**config.mk**
```make
export PLATFORM = sky130hd
export DESIGN_NAME = polyphase_iir_halfband_filter_core
export DESIGN_NICKNAME = d
export VERILOG_FILES = /design/src/hw/rtl/phf_pkg.sv /design/src/hw/rtl/phf_history.sv /design/src/hw/rtl/phf_section_unit.sv /design/src/hw/rtl/polyphase_iir_halfband_filter_core.sv
export VERILOG_INCLUDE_DIRS = /design/src /design/src/hw/rtl
export SDC_FILE = /design/constraint.sdc
export NUM_CORES = 2
export LEC_CHECK = 0
export BUFFER_PORTS_ARGS = -buffer_cell sky130_fd_sc_hd__buf_2
export CELL_PAD_IN_SITES_DETAIL_PLACEMENT = 1
export CELL_PAD_IN_SITES_GLOBAL_PLACEMENT = 1
export CORE_ASPECT_RATIO = 1.5
export CORE_MARGIN = 1.5
export CORE_UTILIZATION = 56
export CTS_BUF_LIST = sky130_fd_sc_hd__clkbuf_4
export DETAILED_ROUTE_END_ITERATION = 8
export PLACE_DENSITY_LB_ADDON = 0.1
export SYNTH_ARGS = -nofsm -noshare
export SYNTH_HDL_FRONTEND = slang
export SYNTH_SLANG_ARGS = --single-unit
```
**constraint.sdc**
```tcl
create_clock -name clock -period 12.3 [get_ports clock]
set_input_delay 1.23 -clock clock [delete_from_list [all_inputs] [get_ports clock]]
set_output_delay 1.23 -clock clock [all_outputs]
set_load 0.03 [all_outputs]
```
**src/hw/rtl/polyphase_iir_halfband_filter_core_defines.svh**
```systemverilog
// assertion macros for the polyphase iir half-band filter core
// no dependencies; included by the files that carry assertions
`ifndef POLYPHASE_IIR_HALFBAND_FILTER_CORE_DEFINES_SVH
`define POLYPHASE_IIR_HALFBAND_FILTER_CORE_DEFINES_SVH

// checked only outside reset
`define PHF_ASSERT(lbl, clk, rst, prop, msg) \
   lbl: assert property (@(posedge clk) disable iff (rst) prop) else $error(msg);

// checked at every edge, reset included
`define PHF_ASSERT_ALWAYS(lbl, clk, prop, msg) \
   lbl: assert property (@(posedge clk) prop) else $error(msg);

`endif

```
**src/hw/rtl/phf_pkg.sv**
```systemverilog
// shared constants, types and coefficient rom of the polyphase iir half-band filter
// no dependencies; imported by every module of the block
`timescale 1ns / 1ps

package phf_pkg;

   localparam int SAMPLE_BITS    = 24;
   localparam int STATE_BITS     = 28;
   localparam int COEF_BITS      = 18;
   localparam int MAX_STAGES     = 6;
   localparam int NUM_ORDERS     = 6;
   localparam int NUM_PATHS      = 2;
   localparam int SEC_BITS       = $clog2(MAX_STAGES + 1);
   localparam int HIST_DEPTH     = NUM_PATHS * MAX_STAGES;
   localparam int HIST_ADDR_BITS = $clog2(HIST_DEPTH);
   localparam int ORD_BITS       = 4;
   localparam int ORD_IDX_BITS   = $clog2(NUM_ORDERS);
   localparam int CSR_INDEX_BITS = 4;
   localparam int CSR_DATA_BITS  = 4;

   localparam logic [CSR_INDEX_BITS-1:0] REG_FILTER_ORDER = CSR_INDEX_BITS'(0);
   localparam logic [CSR_INDEX_BITS-1:0] REG_STEEP_MODE   = CSR_INDEX_BITS'(1);

   localparam logic [ORD_BITS-1:0] ORDER_RESET = ORD_BITS'(12);
   localparam logic                STEEP_RESET = 1'b1;

   localparam logic PATH_A = 1'b0;
   localparam logic PATH_B = 1'b1;

   typedef logic signed [SAMPLE_BITS-1:0] sample_type;
   typedef logic signed [STATE_BITS-1:0]  state_type;
   typedef logic [COEF_BITS-1:0]          coef_type;
   typedef logic [SEC_BITS-1:0]           sec_type;
   typedef logic [ORD_BITS-1:0]           order_type;
   typedef logic [ORD_IDX_BITS-1:0]       ord_idx_type;
   typedef logic [HIST_ADDR_BITS-1:0]     hist_addr_type;

   typedef struct packed {
      state_type n1;
      state_type n2;
   } hist_pair_type;

   typedef struct packed {
      logic          clear;
      logic          wr;
      hist_addr_type addr;
   } hist_ctl_type;

   typedef struct packed {
      logic load;
      logic mul;
   } alu_ctl_type;

   localparam real COEF_SCALE = real'(64'd1 << COEF_BITS);

   // round half up of a fraction into unsigned q0.COEF_BITS
   function automatic coef_type to_coef(input real v);
      return coef_type'($rtoi(v * COEF_SCALE + 0.5));
   endfunction

   // table index for an order value; unlisted orders fall back to order 2
   function automatic ord_idx_type order_index(input order_type ord);
      ord_idx_type idx;
      unique case (ord)
         ORD_BITS'(4):  idx = ORD_IDX_BITS'(1);
         ORD_BITS'(6):  idx = ORD_IDX_BITS'(2);
         ORD_BITS'(8):  idx = ORD_IDX_BITS'(3);
         ORD_BITS'(10): idx = ORD_IDX_BITS'(4);
         ORD_BITS'(12): idx = ORD_IDX_BITS'(5);
         default:       idx = ORD_IDX_BITS'(0);
      endcase
      return idx;
   endfunction

   function automatic sec_type stage_count(input ord_idx_type idx);
      sec_type n;
      n = SEC_BITS'(idx) + SEC_BITS'(1);
      if (n > SEC_BITS'(MAX_STAGES)) begin
         n = SEC_BITS'(MAX_STAGES);
      end
      return n;
   endfunction

   localparam coef_type CZ = '0;

   // [steep][order index][path][section]
   localparam coef_type COEF_ROM [2][NUM_ORDERS][NUM_PATHS][MAX_STAGES] = '{
      '{ // soft
         '{'{to_coef(0.23647102099689224), CZ, CZ, CZ, CZ, CZ},
           '{to_coef(0.7145421497126001), CZ, CZ, CZ, CZ, CZ}},
         '{'{to_coef(0.07986642623635751), to_coef(0.5453536510711322), CZ, CZ, CZ, CZ},
           '{to_coef(0.28382934487410993), to_coef(0.8344118914807379), CZ, CZ, CZ, CZ}},
         '{'{to_coef(0.06029739095712437), to_coef(0.4125907203610563),
             to_coef(0.7727156537429234), CZ, CZ, CZ},
           '{to_coef(0.21597144456092948), to_coef(0.6043586264658363),
             to_coef(0.9238861386532906), CZ, CZ, CZ}},
         '{'{to_coef(0.03583278843106211), to_coef(0.2720401433964576),
             to_coef(0.5720571972357003), to_coef(0.827124761997324), CZ, CZ},
           '{to_coef(0.1340901419430669), to_coef(0.4243248712718685),
             to_coef(0.7062921421386394), to_coef(0.9415030941737551), CZ, CZ}},
         '{'{to_coef(0.02366831419883467), to_coef(0.18989476227180174),
             to_coef(0.43157318062118555), to_coef(0.6632020224193995),
             to_coef(0.860015542499582), CZ},
           '{to_coef(0.09056555904993387), to_coef(0.3078575723749043),
             to_coef(0.5516782402507934), to_coef(0.7652146863779808),
             to_coef(0.95247728378667541), CZ}},
         '{'{to_coef(0.01677466677723562), to_coef(0.13902148819717805),
             to_coef(0.3325011117394731), to_coef(0.53766105314488),
             to_coef(0.7214184024215805), to_coef(0.8821858402078155)},
           '{to_coef(0.06501319274445962), to_coef(0.23094129990840923),
             to_coef(0.4364942348420355), to_coef(0.06329609551399348),
             to_coef(0.80378086794111226), to_coef(0.9599687404800694)}}
      },
      '{ // steep
         '{'{to_coef(0.23647102099689224), CZ, CZ, CZ, CZ, CZ},
           '{to_coef(0.7145421497126001), CZ, CZ, CZ, CZ, CZ}},
         '{'{to_coef(0.12073211751675449), to_coef(0.6632020224193995), CZ, CZ, CZ, CZ},
           '{to_coef(0.3903621872345006), to_coef(0.890786832653497), CZ, CZ, CZ, CZ}},
         '{'{to_coef(0.1271414136264853), to_coef(0.6528245886369117),
             to_coef(0.9176942834328115), CZ, CZ, CZ},
           '{to_coef(0.40056789819445626), to_coef(0.8204163891923343),
             to_coef(0.9763114515836773), CZ, CZ, CZ}},
         '{'{to_coef(0.07711507983241622), to_coef(0.4820706250610472),
             to_coef(0.7968204713315797), to_coef(0.9412514277740471), CZ, CZ},
           '{to_coef(0.2659685265210946), to_coef(0.6651041532634957),
             to_coef(0.8841015085506159), to_coef(0.9820054141886075), CZ, CZ}},
         '{'{to_coef(0.051457617441190984), to_coef(0.35978656070567017),
             to_coef(0.6725475931034693), to_coef(0.8590884928249939),
             to_coef(0.9540209867860787), CZ},
           '{to_coef(0.18621906251989334), to_coef(0.529951372847964),
             to_coef(0.7810257527489514), to_coef(0.9141815687605308),
             to_coef(0.985475023014907), CZ}},
         '{'{to_coef(0.036681502163648017), to_coef(0.2746317593794541),
             to_coef(0.56109896978791948), to_coef(0.769741833862266),
             to_coef(0.8922608180038789), to_coef(0.962094548378084)},
           '{to_coef(0.13654762463195771), to_coef(0.42313861743656667),
             to_coef(0.6775400499741616), to_coef(0.839889624849638),
             to_coef(0.9315419599631839), to_coef(0.9878163707328971)}}
      }
   };

endpackage

```
**src/hw/rtl/phf_history.sv**
```systemverilog
// allpass section history: x[n-1], x[n-2], y[n-1], y[n-2] per section of both paths
// depends on phf_pkg
`timescale 1ns / 1ps

module phf_history
   import phf_pkg::*;
(
   input  logic         clock,
   input  logic         reset,
   input  hist_ctl_type ctl,
   input  state_type    x_wr,
   input  state_type    y_wr,
   output state_type    x2,
   output state_type    y2
);

   hist_pair_type in_hist_ff  [HIST_DEPTH];
   hist_pair_type out_hist_ff [HIST_DEPTH];

   always_ff @(posedge clock) begin
      if (reset || ctl.clear) begin
         for (int i = 0; i < HIST_DEPTH; i++) begin
            in_hist_ff[i]  <= '0;
            out_hist_ff[i] <= '0;
         end
      end else if (ctl.wr) begin
         in_hist_ff[ctl.addr]  <= '{n1: x_wr, n2: in_hist_ff[ctl.addr].n1};
         out_hist_ff[ctl.addr] <= '{n1: y_wr, n2: out_hist_ff[ctl.addr].n1};
      end
   end

   assign x2 = in_hist_ff[ctl.addr].n2;
   assign y2 = out_hist_ff[ctl.addr].n2;

endmodule

```
**src/hw/rtl/phf_section_unit.sv**
```systemverilog
// shared allpass section datapath: difference, coefficient multiply, round, add, saturate
// depends on phf_pkg
`timescale 1ns / 1ps

module phf_section_unit
   import phf_pkg::*;
(
   input  logic        clock,
   input  alu_ctl_type ctl,
   input  state_type   x,
   input  state_type   x2,
   input  state_type   y2,
   input  coef_type    coef,
   output state_type   y
);

   localparam int DIFF_BITS = STATE_BITS + 1;
   localparam int PROD_BITS = DIFF_BITS + COEF_BITS + 1;
   localparam int P_BITS    = PROD_BITS - COEF_BITS;
   localparam int SUM_BITS  = P_BITS + 1;

   localparam logic signed [PROD_BITS-1:0] ROUND_HALF = PROD_BITS'(1) <<< (COEF_BITS - 1);
   localparam logic signed [SUM_BITS-1:0]  STATE_MAX  =
      SUM_BITS'((64'sd1 <<< (STATE_BITS - 1)) - 64'sd1);
   localparam logic signed [SUM_BITS-1:0]  STATE_MIN  = -STATE_MAX - SUM_BITS'(1);

   logic signed [DIFF_BITS-1:0] diff_ff;
   state_type                   x2_ff;
   coef_type                    coef_ff;
   logic signed [PROD_BITS-1:0] prod_ff;

   logic signed [COEF_BITS:0]   coef_s;
   logic signed [PROD_BITS-1:0] prod;
   logic signed [PROD_BITS-1:0] rounded;
   logic signed [P_BITS-1:0]    p;
   logic signed [SUM_BITS-1:0]  sum;

   assign coef_s  = $signed({1'b0, coef_ff});
   assign prod    = diff_ff * coef_s;
   assign rounded = prod_ff + ROUND_HALF;
   assign p       = rounded[PROD_BITS-1:COEF_BITS];
   assign sum     = SUM_BITS'(x2_ff) + SUM_BITS'(p);

   always_ff @(posedge clock) begin
      if (ctl.load) begin
         diff_ff <= DIFF_BITS'(x) - DIFF_BITS'(y2);
         x2_ff   <= x2;
         coef_ff <= coef;
      end
      if (ctl.mul) begin
         prod_ff <= prod;
      end
   end

   always_comb begin
      priority if (sum > STATE_MAX) begin
         y = STATE_MAX[STATE_BITS-1:0];
      end else if (sum < STATE_MIN) begin
         y = STATE_MIN[STATE_BITS-1:0];
      end else begin
         y = sum[STATE_BITS-1:0];
      end
   end

endmodule

```
**src/hw/rtl/polyphase_iir_halfband_filter_core.sv**
```systemverilog
// top level of the polyphase iir half-band filter: sequencer, config registers, output
// depends on phf_pkg, phf_history, phf_section_unit and the defines header
//
//   channel   dir   handshake              payload
//   req       in    req_valid/req_ready    req_sample_in (24b signed)
//   rsp       out   rsp_valid/rsp_ready    rsp_sample_out (24b signed)
//   csr       in    csr_valid/csr_ready    csr_index, csr_data
//
// each section steps through ST_RD, ST_MUL and ST_WB on the one shared multiply unit (diff, multiply, round/add)
// an item runs 2*n sections for n sections per path, six per path at order 12
// reset is synchronous: order 12, steep set, history cleared in the same cycle
// any csr transfer to a listed register clears all history at once
// the next item is taken while a finished result waits in the output register
`timescale 1ns / 1ps
`include "polyphase_iir_halfband_filter_core_defines.svh"

module polyphase_iir_halfband_filter_core
   import phf_pkg::*;
(
   input  logic                      clock,
   input  logic                      reset,
   input  logic                      req_valid,
   output logic                      req_ready,
   input  sample_type                req_sample_in,
   output logic                      rsp_valid,
   input  logic                      rsp_ready,
   output sample_type                rsp_sample_out,
   input  logic                      csr_valid,
   output logic                      csr_ready,
   input  logic [CSR_INDEX_BITS-1:0] csr_index,
   input  logic [CSR_DATA_BITS-1:0]  csr_data
);

   localparam logic [2:0] ST_IDLE = 3'd0;
   localparam logic [2:0] ST_RD   = 3'd1;
   localparam logic [2:0] ST_MUL  = 3'd2;
   localparam logic [2:0] ST_WB   = 3'd3;
   localparam logic [2:0] ST_DONE = 3'd4;

   localparam int HALF_BITS = STATE_BITS + 1;
   localparam logic signed [STATE_BITS-1:0] SAMPLE_MAX =
      STATE_BITS'((64'sd1 <<< (SAMPLE_BITS - 1)) - 64'sd1);
   localparam logic signed [STATE_BITS-1:0] SAMPLE_MIN = -SAMPLE_MAX - STATE_BITS'(1);

   logic [2:0]  state_ff, state_in;
   order_type   order_ff, order_in;
   logic        steep_ff, steep_in;
   ord_idx_type oidx_ff, oidx_in;
   sec_type     stages_ff, stages_in;
   logic        path_ff, path_in;
   sec_type     sec_ff, sec_in;
   state_type   x_ff, x_in;
   state_type   xin_ff, xin_in;
   state_type   aout_ff, aout_in;
   state_type   dlyb_ff, dlyb_in;
   sample_type  res_ff, res_in;
   logic        rsp_valid_ff, rsp_valid_in;
   sample_type  rsp_sample_ff, rsp_sample_in;

   logic         req_xfer, rsp_xfer, csr_xfer, csr_hit;
   hist_ctl_type hist_ctl;
   alu_ctl_type  alu_ctl;
   state_type    hist_x2, hist_y2, sec_y;
   coef_type     coef;
   logic         last_sec;
   logic signed [HALF_BITS-1:0] out_sum;
   state_type    out_half;
   sample_type   out_sat;

   assign req_ready = (state_ff == ST_IDLE) && !csr_valid;
   assign csr_ready = (state_ff == ST_IDLE);
   assign req_xfer  = req_valid && req_ready;
   assign rsp_xfer  = rsp_valid_ff && rsp_ready;
   assign csr_xfer  = csr_valid && csr_ready;
   assign csr_hit   = csr_xfer &&
                      ((csr_index == REG_FILTER_ORDER) || (csr_index == REG_STEEP_MODE));

   assign rsp_valid      = rsp_valid_ff;
   assign rsp_sample_out = rsp_sample_ff;

   assign coef     = COEF_ROM[steep_ff][oidx_ff][path_ff][sec_ff];
   assign last_sec = (sec_ff + SEC_BITS'(1)) == stages_ff;

   assign hist_ctl.clear = csr_hit;
   assign hist_ctl.wr    = (state_ff == ST_WB);
   assign hist_ctl.addr  = (path_ff == PATH_B)
                           ? HIST_ADDR_BITS'(MAX_STAGES) + HIST_ADDR_BITS'(sec_ff)
                           : HIST_ADDR_BITS'(sec_ff);

   assign alu_ctl.load = (state_ff == ST_RD);
   assign alu_ctl.mul  = (state_ff == ST_MUL);

   // (a + delayed b + 1) >> 1, then clip to the sample range
   assign out_sum  = HALF_BITS'(aout_ff) + HALF_BITS'(dlyb_ff) + HALF_BITS'(1);
   assign out_half = out_sum[HALF_BITS-1:1];

   always_comb begin
      priority if (out_half > SAMPLE_MAX) begin
         out_sat = SAMPLE_MAX[SAMPLE_BITS-1:0];
      end else if (out_half < SAMPLE_MIN) begin
         out_sat = SAMPLE_MIN[SAMPLE_BITS-1:0];
      end else begin
         out_sat = out_half[SAMPLE_BITS-1:0];
      end
   end

   phf_history u_history (
      .clock (clock),
      .reset (reset),
      .ctl   (hist_ctl),
      .x_wr  (x_ff),
      .y_wr  (sec_y),
      .x2    (hist_x2),
      .y2    (hist_y2)
   );

   phf_section_unit u_section (
      .clock (clock),
      .ctl   (alu_ctl),
      .x     (x_ff),
      .x2    (hist_x2),
      .y2    (hist_y2),
      .coef  (coef),
      .y     (sec_y)
   );

   always_comb begin
      state_in      = state_ff;
      order_in      = order_ff;
      steep_in      = steep_ff;
      oidx_in       = oidx_ff;
      stages_in     = stages_ff;
      path_in       = path_ff;
      sec_in        = sec_ff;
      x_in          = x_ff;
      xin_in        = xin_ff;
      aout_in       = aout_ff;
      dlyb_in       = dlyb_ff;
      res_in        = res_ff;
      rsp_valid_in  = rsp_valid_ff;
      rsp_sample_in = rsp_sample_ff;

      if (rsp_xfer) begin
         rsp_valid_in = 1'b0;
      end

      if (csr_xfer) begin
         unique case (csr_index)
            REG_FILTER_ORDER: order_in = csr_data[ORD_BITS-1:0];
            REG_STEEP_MODE:   steep_in = csr_data[0];
            default: ;
         endcase
      end
      if (csr_hit) begin
         dlyb_in = '0;
      end

      unique case (state_ff)
         ST_IDLE: begin
            if (req_xfer) begin
               oidx_in   = order_index(order_ff);
               stages_in = stage_count(order_index(order_ff));
               path_in   = PATH_A;
               sec_in    = '0;
               x_in      = STATE_BITS'(req_sample_in);
               xin_in    = STATE_BITS'(req_sample_in);
               state_in  = ST_RD;
            end
         end
         ST_RD: begin
            state_in = ST_MUL;
         end
         ST_MUL: begin
            state_in = ST_WB;
         end
         ST_WB: begin
            x_in = sec_y;
            if (!last_sec) begin
               sec_in   = sec_ff + SEC_BITS'(1);
               state_in = ST_RD;
            end else if (path_ff == PATH_A) begin
               aout_in  = sec_y;
               path_in  = PATH_B;
               sec_in   = '0;
               x_in     = xin_ff;
               state_in = ST_RD;
            end else begin
               res_in   = out_sat;
               dlyb_in  = sec_y;
               state_in = ST_DONE;
            end
         end
         ST_DONE: begin
            if (!rsp_valid_ff || rsp_ready) begin
               rsp_valid_in  = 1'b1;
               rsp_sample_in = res_ff;
               state_in      = ST_IDLE;
            end
         end
         default: begin
            state_in = ST_IDLE;
         end
      endcase
   end

   always_ff @(posedge clock) begin
      if (reset) begin
         state_ff     <= ST_IDLE;
         order_ff     <= ORDER_RESET;
         steep_ff     <= STEEP_RESET;
         dlyb_ff      <= '0;
         rsp_valid_ff <= 1'b0;
      end else begin
         state_ff     <= state_in;
         order_ff     <= order_in;
         steep_ff     <= steep_in;
         dlyb_ff      <= dlyb_in;
         rsp_valid_ff <= rsp_valid_in;
      end
   end

   always_ff @(posedge clock) begin
      oidx_ff       <= oidx_in;
      stages_ff     <= stages_in;
      path_ff       <= path_in;
      sec_ff        <= sec_in;
      x_ff          <= x_in;
      xin_ff        <= xin_in;
      aout_ff       <= aout_in;
      res_ff        <= res_in;
      rsp_sample_ff <= rsp_sample_in;
   end

   `PHF_ASSERT(a_ready_only_idle, clock, reset, !(req_ready && (state_ff != ST_IDLE)), "req_ready outside idle")
   `PHF_ASSERT(a_busy_after_accept, clock, reset, req_xfer |=> (state_ff == ST_RD), "accepted item did not start")
   `PHF_ASSERT(a_wb_after_mul, clock, reset, (state_ff == ST_WB) |-> ($past(state_ff) == ST_MUL), "write-back without multiply")
   `PHF_ASSERT(a_sec_in_range, clock, reset, ((state_ff == ST_RD) || (state_ff == ST_MUL) || (state_ff == ST_WB)) |-> (sec_ff < stages_ff), "section index past stage count")
   `PHF_ASSERT(a_done_on_path_b, clock, reset, (state_ff == ST_DONE) |-> (path_ff == PATH_B), "result before path b ran")

endmodule

```
==> flow_metrics.tcl <==
set metrics [dict create \
    crit_buf_inv 5 \
    fp-row-count 199 \
    fmax_mhz 124 \
    setup_tns_ns 0 \
    netlist_instances 8126 \
    place_inst 10400 \
    synthesis.area_sq_um 110000 \
    drtIter0Drc 7671 \
    final-max-slew-violation-count 0 \
    layout_commonest_cell "edfxtp_1" \
    drt-total-wl_um 354000 \
    tritoncts "yes" \
    via_count 73000 \
    ys.flop_type "edfxtp_1" \
    critPathMaxStageDelay_ns 0.99 \
    synth.area.top_cells "edfxtp_1, fa_1, mux4_2, a21oi_1, and2_1" \
    firstDrtPassIters 6 \
    grt_use_total_pct 35.9 \
    fp.dieH_um 546 \
    rsz0062_at_grt "no" \
    synth.distinct_cells 86 \
    setup_ws_ns 4.21 \
    startpoint_type "flip-flop" \
    portBuffers 63 \
    clkTransAtPathRegs_ns 0.08 \
    ctsRootBufferMaster "clkbuf_4" \
    area_growth_pct 8.35 \
    yosysTopAreaCellShare_pct 55.5 \
    worstHoldPathType "input pin to flip-flop" \
    finalCriticalPeriod_ns 8.09 \
    rr_endpoint "u_section.diff_ff[27]" \
    clk_latency_ns 1.31 \
    cp_max_fo 85 \
    cp.depth 18 \
    crit_type "flip-flop to flip-flop" \
    htree_levels 5 \
    setup_viol 0 \
    status "complete, no violations" \
    synth-edff-count 2036 \
    hold_end "xin_ff[11]" \
    vias_per_cell 6.49 \
    grt_pass1_wl_um 519000 \
    io_pins 64 \
    pre_cts_slack_ns 4.21 \
    cts_num_sinks 2073 \
    worstPathRequired_ns 13.31 \
    yosys_warnings 0 \
    die_area_sq_um 199000 \
    syn_nets 8896 \
    numCtsBuffers 480 \
    dpl.hpwl_um 222000 \
    clk_path_buf_depth 4 \
    reg2reg_from "path_ff" \
    grt_pass1_vias 79200 \
    core-area_sq_um 196000 \
    final_cell_mix "edfxtp_1, a21oi_1, clkbuf_4, inv_1, fa_1" \
    post-route-period-util_pct 65.8 \
    place_congestion 0.932 \
    drive_above_1_share_pct 18.0 \
    post_drt_wl_per_cell_um 31.5 \
    grt_remaining_overflow 0 \
    rr_worst_depth 18 \
    crit_path_end_kind "flip-flop" \
    antenna_found_initial 27 \
    ys_seq_area_share_pct 56.2 \
    skew_ns 0.138 \
    initial_core_util_pct 56.2 \
    whs_path_depth 1 \
    grt_max_degree 110 \
    cp.arrival_ns 9.10 \
    layout.cells.non_filler 11300 \
    worst_path_max_delay_cell "clkinv_1" \
    crit_top_cell "buf_4" \
    cts_hold_buf 0 \
    async_flop_share_pct 0 \
    seq_area_sq_um 61900 \
    worst_slew_pin_slew_ns 1.43 \
    multi_input_area_sq_um 43500 \
    slew_headroom_pct 4.53 \
    crit_family "buffers and inverters" \
    drc 0 \
    ys_ff_latch 2073 \
    drv_cap 0 \
    fin_nets 8998 \
    ctsResizeCount 0 \
    die_w_um 365 \
    nFillCells 19000 \
    hold_viol_final 0 \
    avgSynthCellArea_sq_um 13.5 \
    rrSetupSlack_ns 4.21 \
    min_from "req_sample_in[11]" \
    post_cts_buffers 0 \
    synth_top_area_cell "edfxtp_1" \
    cp_cell_sequence "buf_4, buf_4, clkinv_1, nor3b_2, buf_12, buf_4, a221oi_1, ha_1, a21oi_1, o22ai_1, o21ai_0, nand2b_1, a221oi_1, o221ai_1, o31ai_1, o2111ai_1, a21oi_1, xnor2_1" \
    drtAntennaViolNets 0 \
]
[cells in the mapped netlist, drive strengths merged, types with 19 or more instances]
cell,number
a211oi,28
a21o,69
a21oi,852
a221oi,31
a22o,26
a22oi,172
a31oi,30
and2,491
and3,194
buf,115
clkbuf,525
dfxtp,37
edfxtp,2036
fa,511
ha,222
inv,657
mux4,451
nand2,489
nand3,62
nand4,21
nor2,514
nor2b,23
nor3,38
o211ai,19
o21a,21
o21ai,162
xnor2,95
xor2,50
[worst max-delay path by stage]
stage                             endpoint                  from  slack (ns)
5_1_grt              u_section.diff_ff[27]               path_ff        3.85
2_1_floorplan  u_history.in_hist_ff[12][0]             sec_ff[1]        1.73
3_5_place_dp         u_section.prod_ff[46]  u_section.coef_ff[4]        4.21
4_1_cts              u_section.prod_ff[33]  u_section.coef_ff[4]        4.24
6_report             u_section.diff_ff[27]               path_ff        4.21
3_3_place_gp         u_section.prod_ff[46]  u_section.coef_ff[1]        3.28
[area by class of cell]
| type | count | share of cell area [%] |
|---|---|---|
| flip-flops and latches | 2073 | 51.9 |
| clock inverters | 187 | 0.778 |
| clock buffers | 691 | 4.35 |
| repair buffers | 260 | 1.67 |
| diodes | 13 | 0.0273 |
| inverters | 664 | 2.09 |
| multi-input cells | 4749 | 36.5 |
| well taps | 2613 | 2.74 |
[cell families after synthesis]
kind of cell / share of synthesized area (%)
AOI/OAI and AO/OA: 8.58
xor gates and xnor gates: 1.15
adders and majority gates: 11.8
buffers and inverters: 4.64
DFF: 56.2
muxes: 9.28
and+or+nand+nor: 8.32
[stage by stage]
| stage | util, % | hold WS, ns | area [sq um] |
|---|---|---|---|
| after floorplan | - | 0.400 | 110000 |
| after global placement | 57.8 | 0.406 | 113000 |
| after detailed placement | 57.8 | 0.405 | 113000 |
| after CTS | 60.9 | 0.0230 | 119000 |
| after global routing | 60.9 | 0.0961 | 119000 |
| final | 60.9 | 0.152 | 119000 |
[state kept, by name, summed over array words and instances, names as in the netlist, 4 cells and up]
signal	count
res_ff	24
order_ff	4
rsp_sample_out	24
x_ff	28
aout_ff	28
u_history.in_hist_ff	896
u_history.out_hist_ff	896
u_section.x2_ff	28
u_section.coef_ff	18
xin_ff	24
dlyb_ff	28
u_section.prod_ff	31
u_section.diff_ff	29
[layer usage]
| metal | up-vias | wire [um] | global-route usage [%] |
|---|---|---|---|
| li1 | 30000 | - | - |
| met1 | 38100 | 124000 | 43.6 |
| met2 | 3903 | 181000 | 61.6 |
| met3 | 973 | 30200 | 6.41 |
| met4 | 32 | 18200 | 17.4 |
| met5 | - | 233 | 0 |
Power is not shown: default switching activity piles up to over one toggle a cycle in this logic, so the estimate is an artifact.
